File: config.mk
export PLATFORM = sky130hd
export DESIGN_NAME = edf_task_table
export DESIGN_NICKNAME = d
export VERILOG_FILES = /design/src/rtl/core/edft_pkg.sv /design/src/rtl/core/edft_front.sv /design/src/rtl/core/edft_back.sv /design/src/rtl/core/edf_task_table.sv
export VERILOG_INCLUDE_DIRS = /design/src /design/src/rtl/core
export SDC_FILE = /design/constraint.sdc
export NUM_CORES = 1
export LEC_CHECK = 0
export BUFFER_PORTS_ARGS = -buffer_cell sky130_fd_sc_hd__buf_2
export CAP_MARGIN = 20
export CORE_ASPECT_RATIO = 1.75
export CORE_MARGIN = 4
export CORE_UTILIZATION = 50
export DETAILED_ROUTE_END_ITERATION = 16
export PLACE_DENSITY = 0.66
export SYNTH_ARGS = -nofsm -noshare
export SYNTH_HDL_FRONTEND = slang
export SYNTH_SLANG_ARGS = --single-unit
File: constraint.sdc
create_clock -name clk -period 6.6 [get_ports clk]
set_clock_uncertainty 0.1 [all_clocks]
set_input_delay 0.99 -clock clk [delete_from_list [all_inputs] [get_ports clk]]
set_output_delay 0.99 -clock clk [all_outputs]
set_load 0.01 [all_outputs]
File: src/rtl/core/edf_task_table_defines.svh
// Assertion macros used by the edf_task_table back end.
`ifndef EDF_TASK_TABLE_DEFINES_SVH
`define EDF_TASK_TABLE_DEFINES_SVH
`ifndef SYNTHESIS
`define EDFT_ASSERT(name, cond, msg) \
	name: assert property (@(posedge clk) disable iff (!arst_n) (cond)) \
		else $error(msg);
`define EDFT_ASSERT_NEXT(name, pre, post, msg) \
	name: assert property (@(posedge clk) disable iff (!arst_n) (pre) |=> (post)) \
		else $error(msg);
`else
`define EDFT_ASSERT(name, cond, msg)
`define EDFT_ASSERT_NEXT(name, pre, post, msg)
`endif
`endif

File: src/rtl/core/edft_pkg.sv
// Types and codes shared by the EDF task table front and back ends.
package edft_pkg;

	localparam int OP_W   = 3;
	localparam int PID_W  = 22;
	localparam int PER_W  = 20;
	localparam int CMP_W  = 16;
	localparam int TICK_W = 32;
	localparam int ST_W   = 2;
	localparam int TCNT_W = 5;
	localparam int KIND_W = 3;

	localparam logic [OP_W-1:0] OP_ADD    = 3'd0;
	localparam logic [OP_W-1:0] OP_REMOVE = 3'd1;
	localparam logic [OP_W-1:0] OP_READY  = 3'd2;
	localparam logic [OP_W-1:0] OP_SLEEP  = 3'd3;
	localparam logic [OP_W-1:0] OP_SELECT = 3'd4;
	localparam logic [OP_W-1:0] OP_CLEAR  = 3'd5;

	localparam logic [ST_W-1:0] ST_OK   = 2'd0;
	localparam logic [ST_W-1:0] ST_FULL = 2'd1;
	localparam logic [ST_W-1:0] ST_NONE = 2'd2;
	localparam logic [ST_W-1:0] ST_DUP  = 2'd3;

	// Request classes decided by the front end.
	localparam logic [KIND_W-1:0] KIND_ADD    = 3'd0;
	localparam logic [KIND_W-1:0] KIND_FIND   = 3'd1;
	localparam logic [KIND_W-1:0] KIND_SELECT = 3'd2;
	localparam logic [KIND_W-1:0] KIND_CLEAR  = 3'd3;
	localparam logic [KIND_W-1:0] KIND_NOP    = 3'd4;

	typedef struct packed {
		logic [KIND_W-1:0] kind;
		logic [OP_W-1:0]   op;
		logic [PID_W-1:0]  pid;
		logic [TICK_W-1:0] deadline;
		logic [PER_W-1:0]  period;
		logic [CMP_W-1:0]  compute;
	} cmd_t;

	typedef struct packed {
		logic [PID_W-1:0]  pid;
		logic [TICK_W-1:0] deadline;
		logic [PER_W-1:0]  period;
		logic [CMP_W-1:0]  compute;
	} slot_t;

	typedef struct packed {
		logic [ST_W-1:0]   status;
		logic [PID_W-1:0]  chosen_id;
		logic [TICK_W-1:0] chosen_deadline;
		logic [TCNT_W-1:0] task_count;
	} res_t;

endpackage

File: src/rtl/core/edft_front.sv
// Front end of the EDF task table: request intake, decode and a two-entry queue.
module edft_front (
	input  logic                         clk,
	input  logic                         arst_n,
	input  logic                         push,
	output logic                         full,
	input  logic [edft_pkg::OP_W-1:0]    operation,
	input  logic [edft_pkg::PID_W-1:0]   task_id,
	input  logic [edft_pkg::PER_W-1:0]   period_ticks,
	input  logic [edft_pkg::CMP_W-1:0]   compute_time,
	input  logic [edft_pkg::TICK_W-1:0]  now_ticks,
	output logic                         cmd_valid,
	output edft_pkg::cmd_t               cmd,
	input  logic                         cmd_take
);

	edft_pkg::cmd_t ent_q [2];
	edft_pkg::cmd_t cmd_in;
	logic           wp_q;
	logic           rp_q;
	logic [1:0]     cnt_q;
	logic           accepted;

	always_comb begin
		cmd_in.op       = operation;
		cmd_in.pid      = task_id;
		// The deadline wraps modulo the tick counter width.
		cmd_in.deadline = now_ticks + {{(edft_pkg::TICK_W-edft_pkg::PER_W){1'b0}}, period_ticks};
		cmd_in.period   = period_ticks;
		cmd_in.compute  = compute_time;
		unique case (operation)
			edft_pkg::OP_ADD:    cmd_in.kind = edft_pkg::KIND_ADD;
			edft_pkg::OP_REMOVE,
			edft_pkg::OP_READY,
			edft_pkg::OP_SLEEP:  cmd_in.kind = edft_pkg::KIND_FIND;
			edft_pkg::OP_SELECT: cmd_in.kind = edft_pkg::KIND_SELECT;
			edft_pkg::OP_CLEAR:  cmd_in.kind = edft_pkg::KIND_CLEAR;
			default:             cmd_in.kind = edft_pkg::KIND_NOP;
		endcase
	end

	assign full      = (cnt_q == 2'd2);
	assign accepted  = push && !full;
	assign cmd_valid = (cnt_q != 2'd0);
	assign cmd       = ent_q[rp_q];

	always_ff @(posedge clk) begin
		if (accepted) begin
			ent_q[wp_q] <= cmd_in;
		end
	end

	always_ff @(posedge clk or negedge arst_n) begin
		if (!arst_n) begin
			wp_q  <= 1'b0;
			rp_q  <= 1'b0;
			cnt_q <= 2'd0;
		end else begin
			if (accepted) begin
				wp_q <= ~wp_q;
			end
			if (cmd_take) begin
				rp_q <= ~rp_q;
			end
			unique case ({accepted, cmd_take})
				2'b10:   cnt_q <= cnt_q + 2'd1;
				2'b01:   cnt_q <= cnt_q - 2'd1;
				default: cnt_q <= cnt_q;
			endcase
		end
	end

endmodule

File: src/rtl/core/edft_back.sv
// Back end of the EDF task table: slot storage, scan sequencer and result queue.
`include "edf_task_table_defines.svh"

module edft_back #(
	parameter int MAX_TASKS = 16
) (
	input  logic                         clk,
	input  logic                         arst_n,
	input  logic                         cmd_valid,
	input  edft_pkg::cmd_t               cmd,
	output logic                         cmd_take,
	output logic                         empty,
	input  logic                         pop,
	output edft_pkg::res_t               res
);

	localparam int IW = $clog2(MAX_TASKS);
	localparam int CW = $clog2(MAX_TASKS + 1);
	localparam logic [IW-1:0] LAST_IDX = IW'(MAX_TASKS - 1);

	localparam logic [1:0] S_IDLE  = 2'd0;
	localparam logic [1:0] S_SCAN  = 2'd1;
	localparam logic [1:0] S_DRAIN = 2'd2;
	localparam logic [1:0] S_DONE  = 2'd3;

	logic [1:0]             state_q;
	edft_pkg::cmd_t         cur_q;
	logic [IW-1:0]          idx_q;
	logic                   eval_v_s1;
	logic [IW-1:0]          eval_idx_s1;

	edft_pkg::slot_t        mem [MAX_TASKS];
	edft_pkg::slot_t        rd_q;
	edft_pkg::slot_t        wr_slot;
	logic                   mem_we;

	logic [MAX_TASKS-1:0]   valid_q;
	logic [MAX_TASKS-1:0]   ready_q;
	logic [MAX_TASKS-1:0]   valid_d;
	logic [MAX_TASKS-1:0]   ready_d;
	logic [CW-1:0]          cnt_q;
	logic [CW-1:0]          cnt_d;
	logic [31:0]            cnt_wide;

	logic                   found_q;
	logic [IW-1:0]          found_idx_q;
	logic                   free_v_q;
	logic [IW-1:0]          free_idx_q;
	logic                   best_v_q;
	logic [edft_pkg::TICK_W-1:0] best_dl_q;
	logic [edft_pkg::PID_W-1:0]  best_pid_q;

	logic                   e_valid;
	logic                   e_ready;
	logic                   e_match;
	logic                   e_free;
	logic                   e_better;

	edft_pkg::res_t         res_d;
	edft_pkg::res_t         res_q [2];
	logic                   res_wp_q;
	logic                   res_rp_q;
	logic [1:0]             res_cnt_q;
	logic                   res_push;
	logic                   res_pop;

	assign cmd_take = (state_q == S_IDLE) && cmd_valid && (res_cnt_q != 2'd2);

	// Sequencer: one memory read per slot, each evaluated in the cycle after its read.
	always_ff @(posedge clk or negedge arst_n) begin
		if (!arst_n) begin
			state_q   <= S_IDLE;
			idx_q     <= '0;
			eval_v_s1 <= 1'b0;
		end else begin
			eval_v_s1 <= (state_q == S_SCAN);
			unique case (state_q)
				S_IDLE: begin
					if (cmd_take) begin
						idx_q <= '0;
						if (cmd.kind == edft_pkg::KIND_CLEAR || cmd.kind == edft_pkg::KIND_NOP)
							state_q <= S_DONE;
						else
							state_q <= S_SCAN;
					end
				end
				S_SCAN: begin
					idx_q <= idx_q + IW'(1);
					if (idx_q == LAST_IDX)
						state_q <= S_DRAIN;
				end
				S_DRAIN: state_q <= S_DONE;
				S_DONE:  state_q <= S_IDLE;
				default: state_q <= S_IDLE;
			endcase
		end
	end

	always_ff @(posedge clk) begin
		if (cmd_take) begin
			cur_q <= cmd;
		end
		eval_idx_s1 <= idx_q;
	end

	always_comb begin
		wr_slot.pid      = cur_q.pid;
		wr_slot.deadline = cur_q.deadline;
		wr_slot.period   = cur_q.period;
		wr_slot.compute  = cur_q.compute;
	end

	always_ff @(posedge clk) begin
		if (mem_we) begin
			mem[free_idx_q] <= wr_slot;
		end
		rd_q <= mem[idx_q];
	end

	assign e_valid  = valid_q[eval_idx_s1];
	assign e_ready  = ready_q[eval_idx_s1];
	assign e_match  = e_valid && (rd_q.pid == cur_q.pid);
	assign e_free   = !e_valid;
	assign e_better = e_valid && e_ready && (!best_v_q || (best_dl_q > rd_q.deadline));

	always_ff @(posedge clk or negedge arst_n) begin
		if (!arst_n) begin
			found_q  <= 1'b0;
			free_v_q <= 1'b0;
			best_v_q <= 1'b0;
		end else if (cmd_take) begin
			found_q  <= 1'b0;
			free_v_q <= 1'b0;
			best_v_q <= 1'b0;
		end else if (eval_v_s1) begin
			if (e_match)
				found_q <= 1'b1;
			if (e_free)
				free_v_q <= 1'b1;
			if (e_better)
				best_v_q <= 1'b1;
		end
	end

	// Only the first hit is kept, so ties in the deadline go to the lowest slot.
	always_ff @(posedge clk) begin
		if (eval_v_s1) begin
			if (e_match && !found_q)
				found_idx_q <= eval_idx_s1;
			if (e_free && !free_v_q)
				free_idx_q <= eval_idx_s1;
			if (e_better) begin
				best_dl_q  <= rd_q.deadline;
				best_pid_q <= rd_q.pid;
			end
		end
	end

	always_comb begin
		valid_d = valid_q;
		ready_d = ready_q;
		cnt_d   = cnt_q;
		mem_we  = 1'b0;
		res_d.status          = edft_pkg::ST_OK;
		res_d.chosen_id       = '0;
		res_d.chosen_deadline = '0;
		if (state_q == S_DONE) begin
			unique case (cur_q.kind)
				edft_pkg::KIND_ADD: begin
					if (found_q) begin
						res_d.status = edft_pkg::ST_DUP;
					end else if (!free_v_q) begin
						res_d.status = edft_pkg::ST_FULL;
					end else begin
						mem_we              = 1'b1;
						valid_d[free_idx_q] = 1'b1;
						ready_d[free_idx_q] = 1'b0;
						cnt_d               = cnt_q + CW'(1);
					end
				end
				edft_pkg::KIND_FIND: begin
					if (!found_q) begin
						res_d.status = edft_pkg::ST_NONE;
					end else if (cur_q.op == edft_pkg::OP_REMOVE) begin
						valid_d[found_idx_q] = 1'b0;
						ready_d[found_idx_q] = 1'b0;
						cnt_d                = cnt_q - CW'(1);
					end else begin
						ready_d[found_idx_q] = (cur_q.op == edft_pkg::OP_READY);
					end
				end
				edft_pkg::KIND_SELECT: begin
					if (!best_v_q) begin
						res_d.status = edft_pkg::ST_NONE;
					end else begin
						res_d.chosen_id       = best_pid_q;
						res_d.chosen_deadline = best_dl_q;
					end
				end
				edft_pkg::KIND_CLEAR: begin
					valid_d = '0;
					ready_d = '0;
					cnt_d   = '0;
				end
				default: begin
				end
			endcase
		end
		cnt_wide         = 32'(cnt_d);
		res_d.task_count = cnt_wide[edft_pkg::TCNT_W-1:0];
	end

	always_ff @(posedge clk or negedge arst_n) begin
		if (!arst_n) begin
			valid_q <= '0;
			ready_q <= '0;
			cnt_q   <= '0;
		end else begin
			valid_q <= valid_d;
			ready_q <= ready_d;
			cnt_q   <= cnt_d;
		end
	end

	// Result queue of two entries decouples the sequencer from the consumer.
	assign res_push = (state_q == S_DONE);
	assign res_pop  = pop && (res_cnt_q != 2'd0);
	assign empty    = (res_cnt_q == 2'd0);
	assign res      = res_q[res_rp_q];

	always_ff @(posedge clk) begin
		if (res_push) begin
			res_q[res_wp_q] <= res_d;
		end
	end

	always_ff @(posedge clk or negedge arst_n) begin
		if (!arst_n) begin
			res_wp_q  <= 1'b0;
			res_rp_q  <= 1'b0;
			res_cnt_q <= 2'd0;
		end else begin
			if (res_push)
				res_wp_q <= ~res_wp_q;
			if (res_pop)
				res_rp_q <= ~res_rp_q;
			unique case ({res_push, res_pop})
				2'b10:   res_cnt_q <= res_cnt_q + 2'd1;
				2'b01:   res_cnt_q <= res_cnt_q - 2'd1;
				default: res_cnt_q <= res_cnt_q;
			endcase
		end
	end

	`EDFT_ASSERT(a_count_matches_valid, cnt_q == CW'($countones(valid_q)), "task count out of step with valid slots")
	`EDFT_ASSERT(a_ready_needs_valid, (ready_q & ~valid_q) == '0, "ready bit set on a free slot")
	`EDFT_ASSERT(a_done_has_space, (state_q != S_DONE) || (res_cnt_q != 2'd2), "result produced with the queue full")
	`EDFT_ASSERT_NEXT(a_done_leaves_result, (state_q == S_DONE) && !pop, res_cnt_q != 2'd0, "finished request left no result")

endmodule

File: src/rtl/core/edf_task_table.sv
// Top level of the EDF task table: front end, back end and their link.
//
// Requests enter through a queue-style port: an item is taken on a rising
// edge where push is high and full is low. Each request carries an operation
// (add, remove, mark ready, mark sleeping, select earliest, clear), a pid, a
// period, a computation time and the current tick count.
// Exactly one result comes back per request, in order, through a second
// queue-style port: it is shown while empty is low and taken on an edge where
// pop is high and empty is low.
// A request that scans the table walks the slot memory through its one read
// port, one slot per cycle, then passes the drain and done states of the back
// end. Clear and undefined codes skip the scan and go straight to done.
// Reset empties the table, both queues and the held count at once; no
// clearing pass is needed, since the contents of free slots are never used.
// When the receiver stalls, two results wait in the result queue, then the
// back end halts, two more requests wait in the front queue and full rises.
module edf_task_table #(
	parameter int MAX_TASKS = 16
) (
	input  logic                         clk,
	input  logic                         arst_n,
	input  logic                         push,
	output logic                         full,
	input  logic [edft_pkg::OP_W-1:0]    operation,
	input  logic [edft_pkg::PID_W-1:0]   task_id,
	input  logic [edft_pkg::PER_W-1:0]   period_ticks,
	input  logic [edft_pkg::CMP_W-1:0]   compute_time,
	input  logic [edft_pkg::TICK_W-1:0]  now_ticks,
	output logic                         empty,
	input  logic                         pop,
	output logic [edft_pkg::ST_W-1:0]    status,
	output logic [edft_pkg::PID_W-1:0]   chosen_id,
	output logic [edft_pkg::TICK_W-1:0]  chosen_deadline,
	output logic [edft_pkg::TCNT_W-1:0]  task_count
);

	logic           cmd_valid;
	logic           cmd_take;
	edft_pkg::cmd_t cmd;
	edft_pkg::res_t res;

	edft_front u_front (
		.clk          (clk),
		.arst_n       (arst_n),
		.push         (push),
		.full         (full),
		.operation    (operation),
		.task_id      (task_id),
		.period_ticks (period_ticks),
		.compute_time (compute_time),
		.now_ticks    (now_ticks),
		.cmd_valid    (cmd_valid),
		.cmd          (cmd),
		.cmd_take     (cmd_take)
	);

	edft_back #(
		.MAX_TASKS (MAX_TASKS)
	) u_back (
		.clk       (clk),
		.arst_n    (arst_n),
		.cmd_valid (cmd_valid),
		.cmd       (cmd),
		.cmd_take  (cmd_take),
		.empty     (empty),
		.pop       (pop),
		.res       (res)
	);

	assign status          = res.status;
	assign chosen_id       = res.chosen_id;
	assign chosen_deadline = res.chosen_deadline;
	assign task_count      = res.task_count;

endmodule

==> key figures, run 1 <==
Route
  • Drt total wl: 112000 µm
  • Post-route ant nets: 0
  • Iteration count of the initial detailed-routing pass: 7
  • DR iter-0 viols: 2296
  • Remaining DRCs: 0
  • WL per Instance: 26.9 µm
  • Vias per cell: 5.93
  • Detailed-route via count: 24800

GRT
  • Initial antenna violation count: 3
  • Vias in the first global route: 26500
  • GRT Residual Overflow: 0
  • Global-route wire length before repair: 167000 µm
  • Gr usage total: 20.7%
  • Pin count of the biggest net entering global routing: 116

Critical path
  • Critical Path Slowest Stage Cell: buf_4
  • Slowest stage delay, CP: 0.65 ns
  • CP top delay family: buffers and inverters
  • Critical path cell sequence: buf_4 > mux2_2 > buf_2
  • WP buf/inv: 2
  • Crit path launch type: flop
  • Kind of critical path: reg -> out
  • Critical path arrival: 2.57 ns
  • R2R Path Start: u_back.cur_q[94]
  • Critical Path RT: 5.51 ns
  • Worst Setup End Kind: output port
  • Register-to-register path setup slack: 3.04 ns
  • Critical Path Start: u_back.res_rp_q
  • Crit-path max FO: 47

Logic synthesis
  • Syn Nets: 2701
  • Largest family of logic cells by synthesized area: multiplexers
  • Post-Syn Area per Cell: 20.4 µm²
  • Most common flop cell mapped by yosys: edfxtp_1
  • Simple-gate share of the synthesized area: 2.86%
  • Post-synthesis mux area share: 14.8%
  • Synth Warn #: 0
  • Post-synth ARST share: 4.10%
  • XOR/XNOR share of the synthesized area: 1.06%
  • Post-Synth Adder-Cell Area: 1.53%
  • Post-synth EDFFs: 1228
  • Mapped Area: 51900 µm²
  • Post-synthesis cell type count: 67
  • Area fraction in compound gates after synthesis: 2.62%
  • Seq/Total Area, Yosys: 75.9%
  • Syn Inst Count: 2541
  • Register bit total from synthesis: 1341

Placed design
  • PortBufs: 143
  • Detailed placement HPWL: 63800 µm
  • Post-place instance area: 54500 µm²
  • Placer Congestion: 0.864

Clock tree
  • Clk sinks: 1341
  • CTS resizes: 0
  • CTS Hold Buffers Added: 0
  • CTS Buf Count: 112
  • Clock slew at reported path FFs: 0.06 ns
  • Clk buf depth: 3
  • # H-tree levels: 3
  • Clk_lat worst skew: 0.72 ns
  • Number of setup buffers added after CTS: 0
  • CTS tree: built
  • Root Buffer: clkbuf_16

STA
  • Setup TNS: 0 ns
  • F_max: 273 MHz
  • RSZ-0062 raised after global routing: false
  • Crit share post-route: 55.5%
  • Max-slew violation count: 0
  • Final Hold Viols: 0
  • Minimum clock period: 3.66 ns
  • Endpoints failing setup: 0
  • Slew HR: 29.7%
  • Measured slew at the worst slew-check pin: 1.05 ns

Power
  • Power Density: 396 nW/µm²
  • Peak supply drop: 426 µV
  • P_leak: 19.0 nW

Floorplanning
  • Initial core utilization: 50.3%
  • Chip width: 252 µm
  • Core ar.: 103000 µm²
  • Num rows: 156
  • Die Area: 109000 µm²
  • Boundary pin count: 160
  • Die height: 434 µm

Min path
  • Hold Path Class: in -> async

Final layout
  • Most frequent cells in the layout: 1228 x edfxtp_1, 278 x mux4_2, 143 x buf_2, 123 x mux2_2, 115 x clkbuf_16
  • Most common cell after layout, fill and taps aside: edfxtp_1
  • Layout cells sized above 1: 28.5%
  • Nets@finish: 2896
  • Area grow syn2layout: 12.3%
  • Final Cell Area: 58300 µm²

Run
  • MaxCap Viol Count: 0

Status
  • Status: finished, final reports clean
-- per-stage QoR --
stage / util [%] / power [mW] / setup slack, ns / hold slack, ns / std cells
after CTS: 56.5 / 23.4 / 2.83 / 0.304 / 4177
after detailed placement: 52.8 / 16.6 / 2.73 / 0.314 / 3964
after floorplan: - / 14.9 / 0.781 / 0.245 / 2541
after global placement: 52.8 / 16.4 / 2.43 / 0.315 / 3962
after global routing: 56.5 / 24.1 / 2.79 / 0.330 / 4179
final: 56.5 / 23.1 / 2.94 / 0.321 / 4179
-- report_power, final --
group | internal [mW] | switching [mW]
registers | 10.8 | 1.05
logic | 2.25 | 2.27
clock network | 3.80 | 2.98
total | 16.8 | 6.29
-- flip-flops by register name (all words and copies together) (netlist names), 16 cells and up --
| register | flops |
|---|---|
| u_back.best_dl_q | 32 |
| u_back.best_pid_q | 22 |
| u_back.cur_q | 60 |
| u_front.ent_q | 120 |
| u_back.ready_q | 16 |
| u_back.mem | 864 |
| u_back.valid_q | 16 |
| u_back.rd_q | 54 |
| u_back.res_q | 122 |
-- synthesized netlist by cell type (3+ instances only) --
master,instances,share of area (%)
nand2_1,52,0.38
inv_1,53,0.38
buf_2,30,0.29
nand3_1,21,0.20
xor2_1,30,0.51
ha_1,62,1.5
nand4_1,14,0.17
nor2b_1,22,0.27
mux2_2,123,2.7
nor3_1,21,0.20
o21ai_1,3,0.029
and2_1,58,0.70
clkbuf_1,64,0.46
o21a_1,4,0.058
mux4_2,278,12
o21ai_0,80,0.77
and3_1,9,0.11
dfxtp_1,58,2.2
a22oi_1,4,0.058
xnor2_1,33,0.56
buf_1,10,0.072
nor2_1,45,0.33
or2_2,3,0.036
mux2i_1,3,0.058
o22ai_1,4,0.048
o211ai_1,6,0.087
a31oi_1,16,0.19
a21o_1,20,0.29
nand2b_1,8,0.096
dfrtp_1,55,2.7
edfxtp_1,1228,71
nor3b_1,3,0.043
or3_1,3,0.036
a21oi_1,73,0.70
nor4_1,8,0.096
-- path summary, 6_finish.rpt --
kind | to | depth (start not counted)
setup reg to reg | u_back.mem[8][66] | 5
hold / removal | u_back.ready_q[9] | 2
setup / recovery | chosen_deadline[28] | 3
min in group clk | u_back.best_dl_q[30] | 0
max in group asynchronous | u_front.rp_q | 2
hold reg to reg | u_back.best_dl_q[30] | 0
-- cell families (layout without fill, tap and decap cells) --
kind of cell | Yosys count | after routing
AO/OA/AOI/OAI | 231 | 231
XOR/XNOR | 63 | 63
adder cells (fa/ha/maj) | 63 | 63
buffers and inverters | 161 | 455
flip-flops | 1341 | 1341
multiplexers | 404 | 404
other | 0 | 1
AND/OR/NAND/NOR | 278 | 278
-- worst register-to-register path, delay by kind of cell (launching register included) --
| kind | cells | cell delay (ns) |
|---|---|---|
| buffers and inverters | 2 | 0.86 |
| flip-flops | 1 | 0.67 |
| AND/OR/NAND/NOR | 3 | 1.47 |
-- layout make-up --
class | count | area [µm²]
clock buffer | 144 | 3060
sequential | 1341 | 39400
fill | 7656 | 44900
clock inverter | 69 | 736
antenna | 1 | 2.50
multi-input combinational | 1039 | 12000
tap | 1343 | 1680
timing repair buffer | 188 | 1210
inverter | 54 | 204
-- per-layer routing --
metal / vias to the layer above / global-route usage [%] / part of all wire [%] / wire (µm)
met1: 13100 / 26.1 / 38 / 43000
li1: 10700 / - / - / -
met3: 155 / 2.73 / 5.1 / 5710
met2: 841 / 37.7 / 54 / 60700
met5: - / 0 / 0 / 0
met4: 0 / 6.11 / 2.5 / 2810
Power figures use the tool's default switching activity.
==> run 2, diff against run 1 <==
Clock period 6.6 ns to 3.6 ns, I/O delays scaled along.
==> key figures, run 2 (synthesis gave the netlist of run 1 again) <==
Critical path
  • Reg2reg path depth: 7
  • Crit-path max FO: 18
  • Critical Path RT: 3.88 ns
  • Reg-to-Reg End: u_back.best_pid_q[1]
  • Critical path arrival: 3.65 ns
  • Worst Setup End Kind: flop
  • Kind of critical path: reg -> reg
  • R2R Path Start: u_back.best_dl_q[28]
  • Register-to-register path setup slack: 0.23 ns
  • Crit path launch type: flop

Final layout
  • Most common cell after layout, fill and taps aside: edfxtp_1
  • Largest register by flop count: u_back.mem
  • Layout cells sized above 1: 29.4%
  • Most frequent cells in the layout: 1228 x edfxtp_1, 278 x mux4_2, 143 x buf_2, 123 x mux2_2, 114 x clkbuf_16
  • Area grow syn2layout: 14.3%
  • Biggest regs: u_back.mem: 864 flops, u_back.res_q: 122 flops, u_front.ent_q: 120 flops
  • Post-Route Utilization: 57.5%
  • Max reg flops: 864
  • Nets@finish: 2981

GRT
  • Initial antenna violation count: 1
  • Grt met3 use: 2.21%
  • Gr usage total: 21.4%
  • Pin count of the biggest net entering global routing: 55
  • Grt met1 use: 27.5%
  • GRT Residual Overflow: 0
  • Met2 usage: 38.5%
  • Vias in the first global route: 26500
  • Global-route wire length before repair: 172000 µm
  • GR peak layer: met2

Status
  • Status: finished, final reports clean

Clock tree
  • # H-tree levels: 3
  • CTS tree: built
  • Clock slew at reported path FFs: 0.07 ns
  • Root Buffer: clkbuf_16
  • Clk sinks: 1341
  • Number of setup buffers added after CTS: 0
  • Clk_lat worst skew: 0.72 ns
  • Clk buf depth: 3
  • CTS Buf Count: 112

STA
  • Endpoints failing setup: 0
  • Crit share post-route: 93.5%
  • Max-slew violation count: 0
  • F_max: 297 MHz
  • RSZ-0062 raised after global routing: false
  • Measured slew at the worst slew-check pin: 0.943 ns
  • Final Hold Viols: 0
  • Slew HR: 37.1%
  • Minimum clock period: 3.37 ns
  • Final setup margin: 0.235 ns

Floorplanning
  • Chip width: 252 µm
  • Initial core utilization: 50.3%
  • Die Area: 109000 µm²
  • Boundary pin count: 160
  • Core ar.: 103000 µm²
  • Die height: 434 µm
  • Num rows: 156

Run
  • MaxCap Viol Count: 0

Placed design
  • PortBufs: 143
  • Detailed placement HPWL: 70000 µm
  • Pre-CTS WS: 0.228 ns
  • Placer Congestion: 0.849

Min path
  • Worst Hold End: u_front.ent_q[0][36]
  • Worst Min Path Start: now_ticks[0]
  • Hold Path Class: in -> reg
  • Hold depth: 2

Route
  • Iteration count of the initial detailed-routing pass: 6
  • Drt total wl: 116000 µm
  • Detailed-route via count: 25100
  • Remaining DRCs: 0
  • DR iter-0 viols: 2372
  • Post-route ant nets: 0
  • WL per Instance: 27.2 µm
  • Vias per cell: 5.88

Power
  • P_leak: 19.6 nW
  • Power Density: 720 nW/µm²
  • Peak supply drop: 904 µV
-- run 2: cell count changes in the layout (fill, tap and decap cells not counted), moves of 2 or more --
cell           delta
inv_16            -3
dlygate4sd3_1    +26
nor3_2            -9
clkinv_1          +6
clkinvlp_4        -2
nor3_4            +9
buf_4            +32
clkinv_2          -5
clkinv_8          +2
buf_12           +29
-- run 2: area by class of cell --
type | count | area, µm²
Tap cell | 1343 | 1680
Antenna cell | 1 | 2.50
Fill cell | 7510 | 43900
Clock inverter | 68 | 721
Timing Repair Buffer | 273 | 2240
Sequential cell | 1341 | 39400
Clock buffer | 143 | 3020
Inverter | 54 | 204
Multi-Input combinational cell | 1039 | 12100
-- run 2: layer usage --
metal,up-vias,share of wire [%]
met2,848,54
met1,13200,39
met4,0,2.5
li1,10900,-
met3,182,4.8
met5,-,0
-- run 2: what timing repair did --
action / in CTS / in global routing
hold endpoints to repair: 82 / 0
gates resized for setup: 0 / 0
hold buffers: 26 / 0
setup endpoints to repair: 0 / 0
-- run 2: where the power goes --
group	internal (mW)	leakage (nW)	switching [mW]
clock network	6.88	1.82	5.44
logic	4.49	5.49	4.42
registers	19.7	12.3	1.80
-- run 2: how the worst max path moves through the flow --
| stage | endpoint | slack, ns | depth (start not counted) | start |
|---|---|---|---|---|
| finish | u_back.best_pid_q[1] | 0.23 | 7 | u_back.best_dl_q[28] |
| global route | u_back.best_pid_q[1] | 0.12 | 7 | u_back.best_dl_q[31] |
| CTS | u_back.best_pid_q[1] | 0.21 | 7 | u_back.best_dl_q[28] |
| detailed placement | u_back.best_pid_q[1] | 0.23 | 7 | u_back.best_dl_q[28] |
| global placement | u_back.best_pid_q[1] | 0.32 | 7 | u_back.best_dl_q[31] |
| floorplan | u_back.mem[13][36] | -0.65 | 5 | u_back.cur_q[94] |
-- run 2: per-stage QoR --
stage	setup TNS, ns	std cells	total power [mW]	cell area (µm²)	hold slack [ns]
4_1_cts	0	4261	43.2	59400	0.00242
3_5_place_dp	0	4024	30.9	55400	0.321
5_1_grt	0	4262	44.6	59400	0.0425
3_3_place_gp	0	4024	30.6	55400	0.316
2_1_floorplan	-527.23	2541	27.4	52000	0.144
6_report	0	4262	42.8	59400	0.0518
-- run 2: critical path: stages, from the launching register on --
cell	delay [ns]
edfxtp_1	0.42
ha_1	0.30
nand4_1	0.22
nor4_1	0.60
buf_4	0.25
o21ai_0	0.15
a21oi_4	0.56
buf_4	0.41
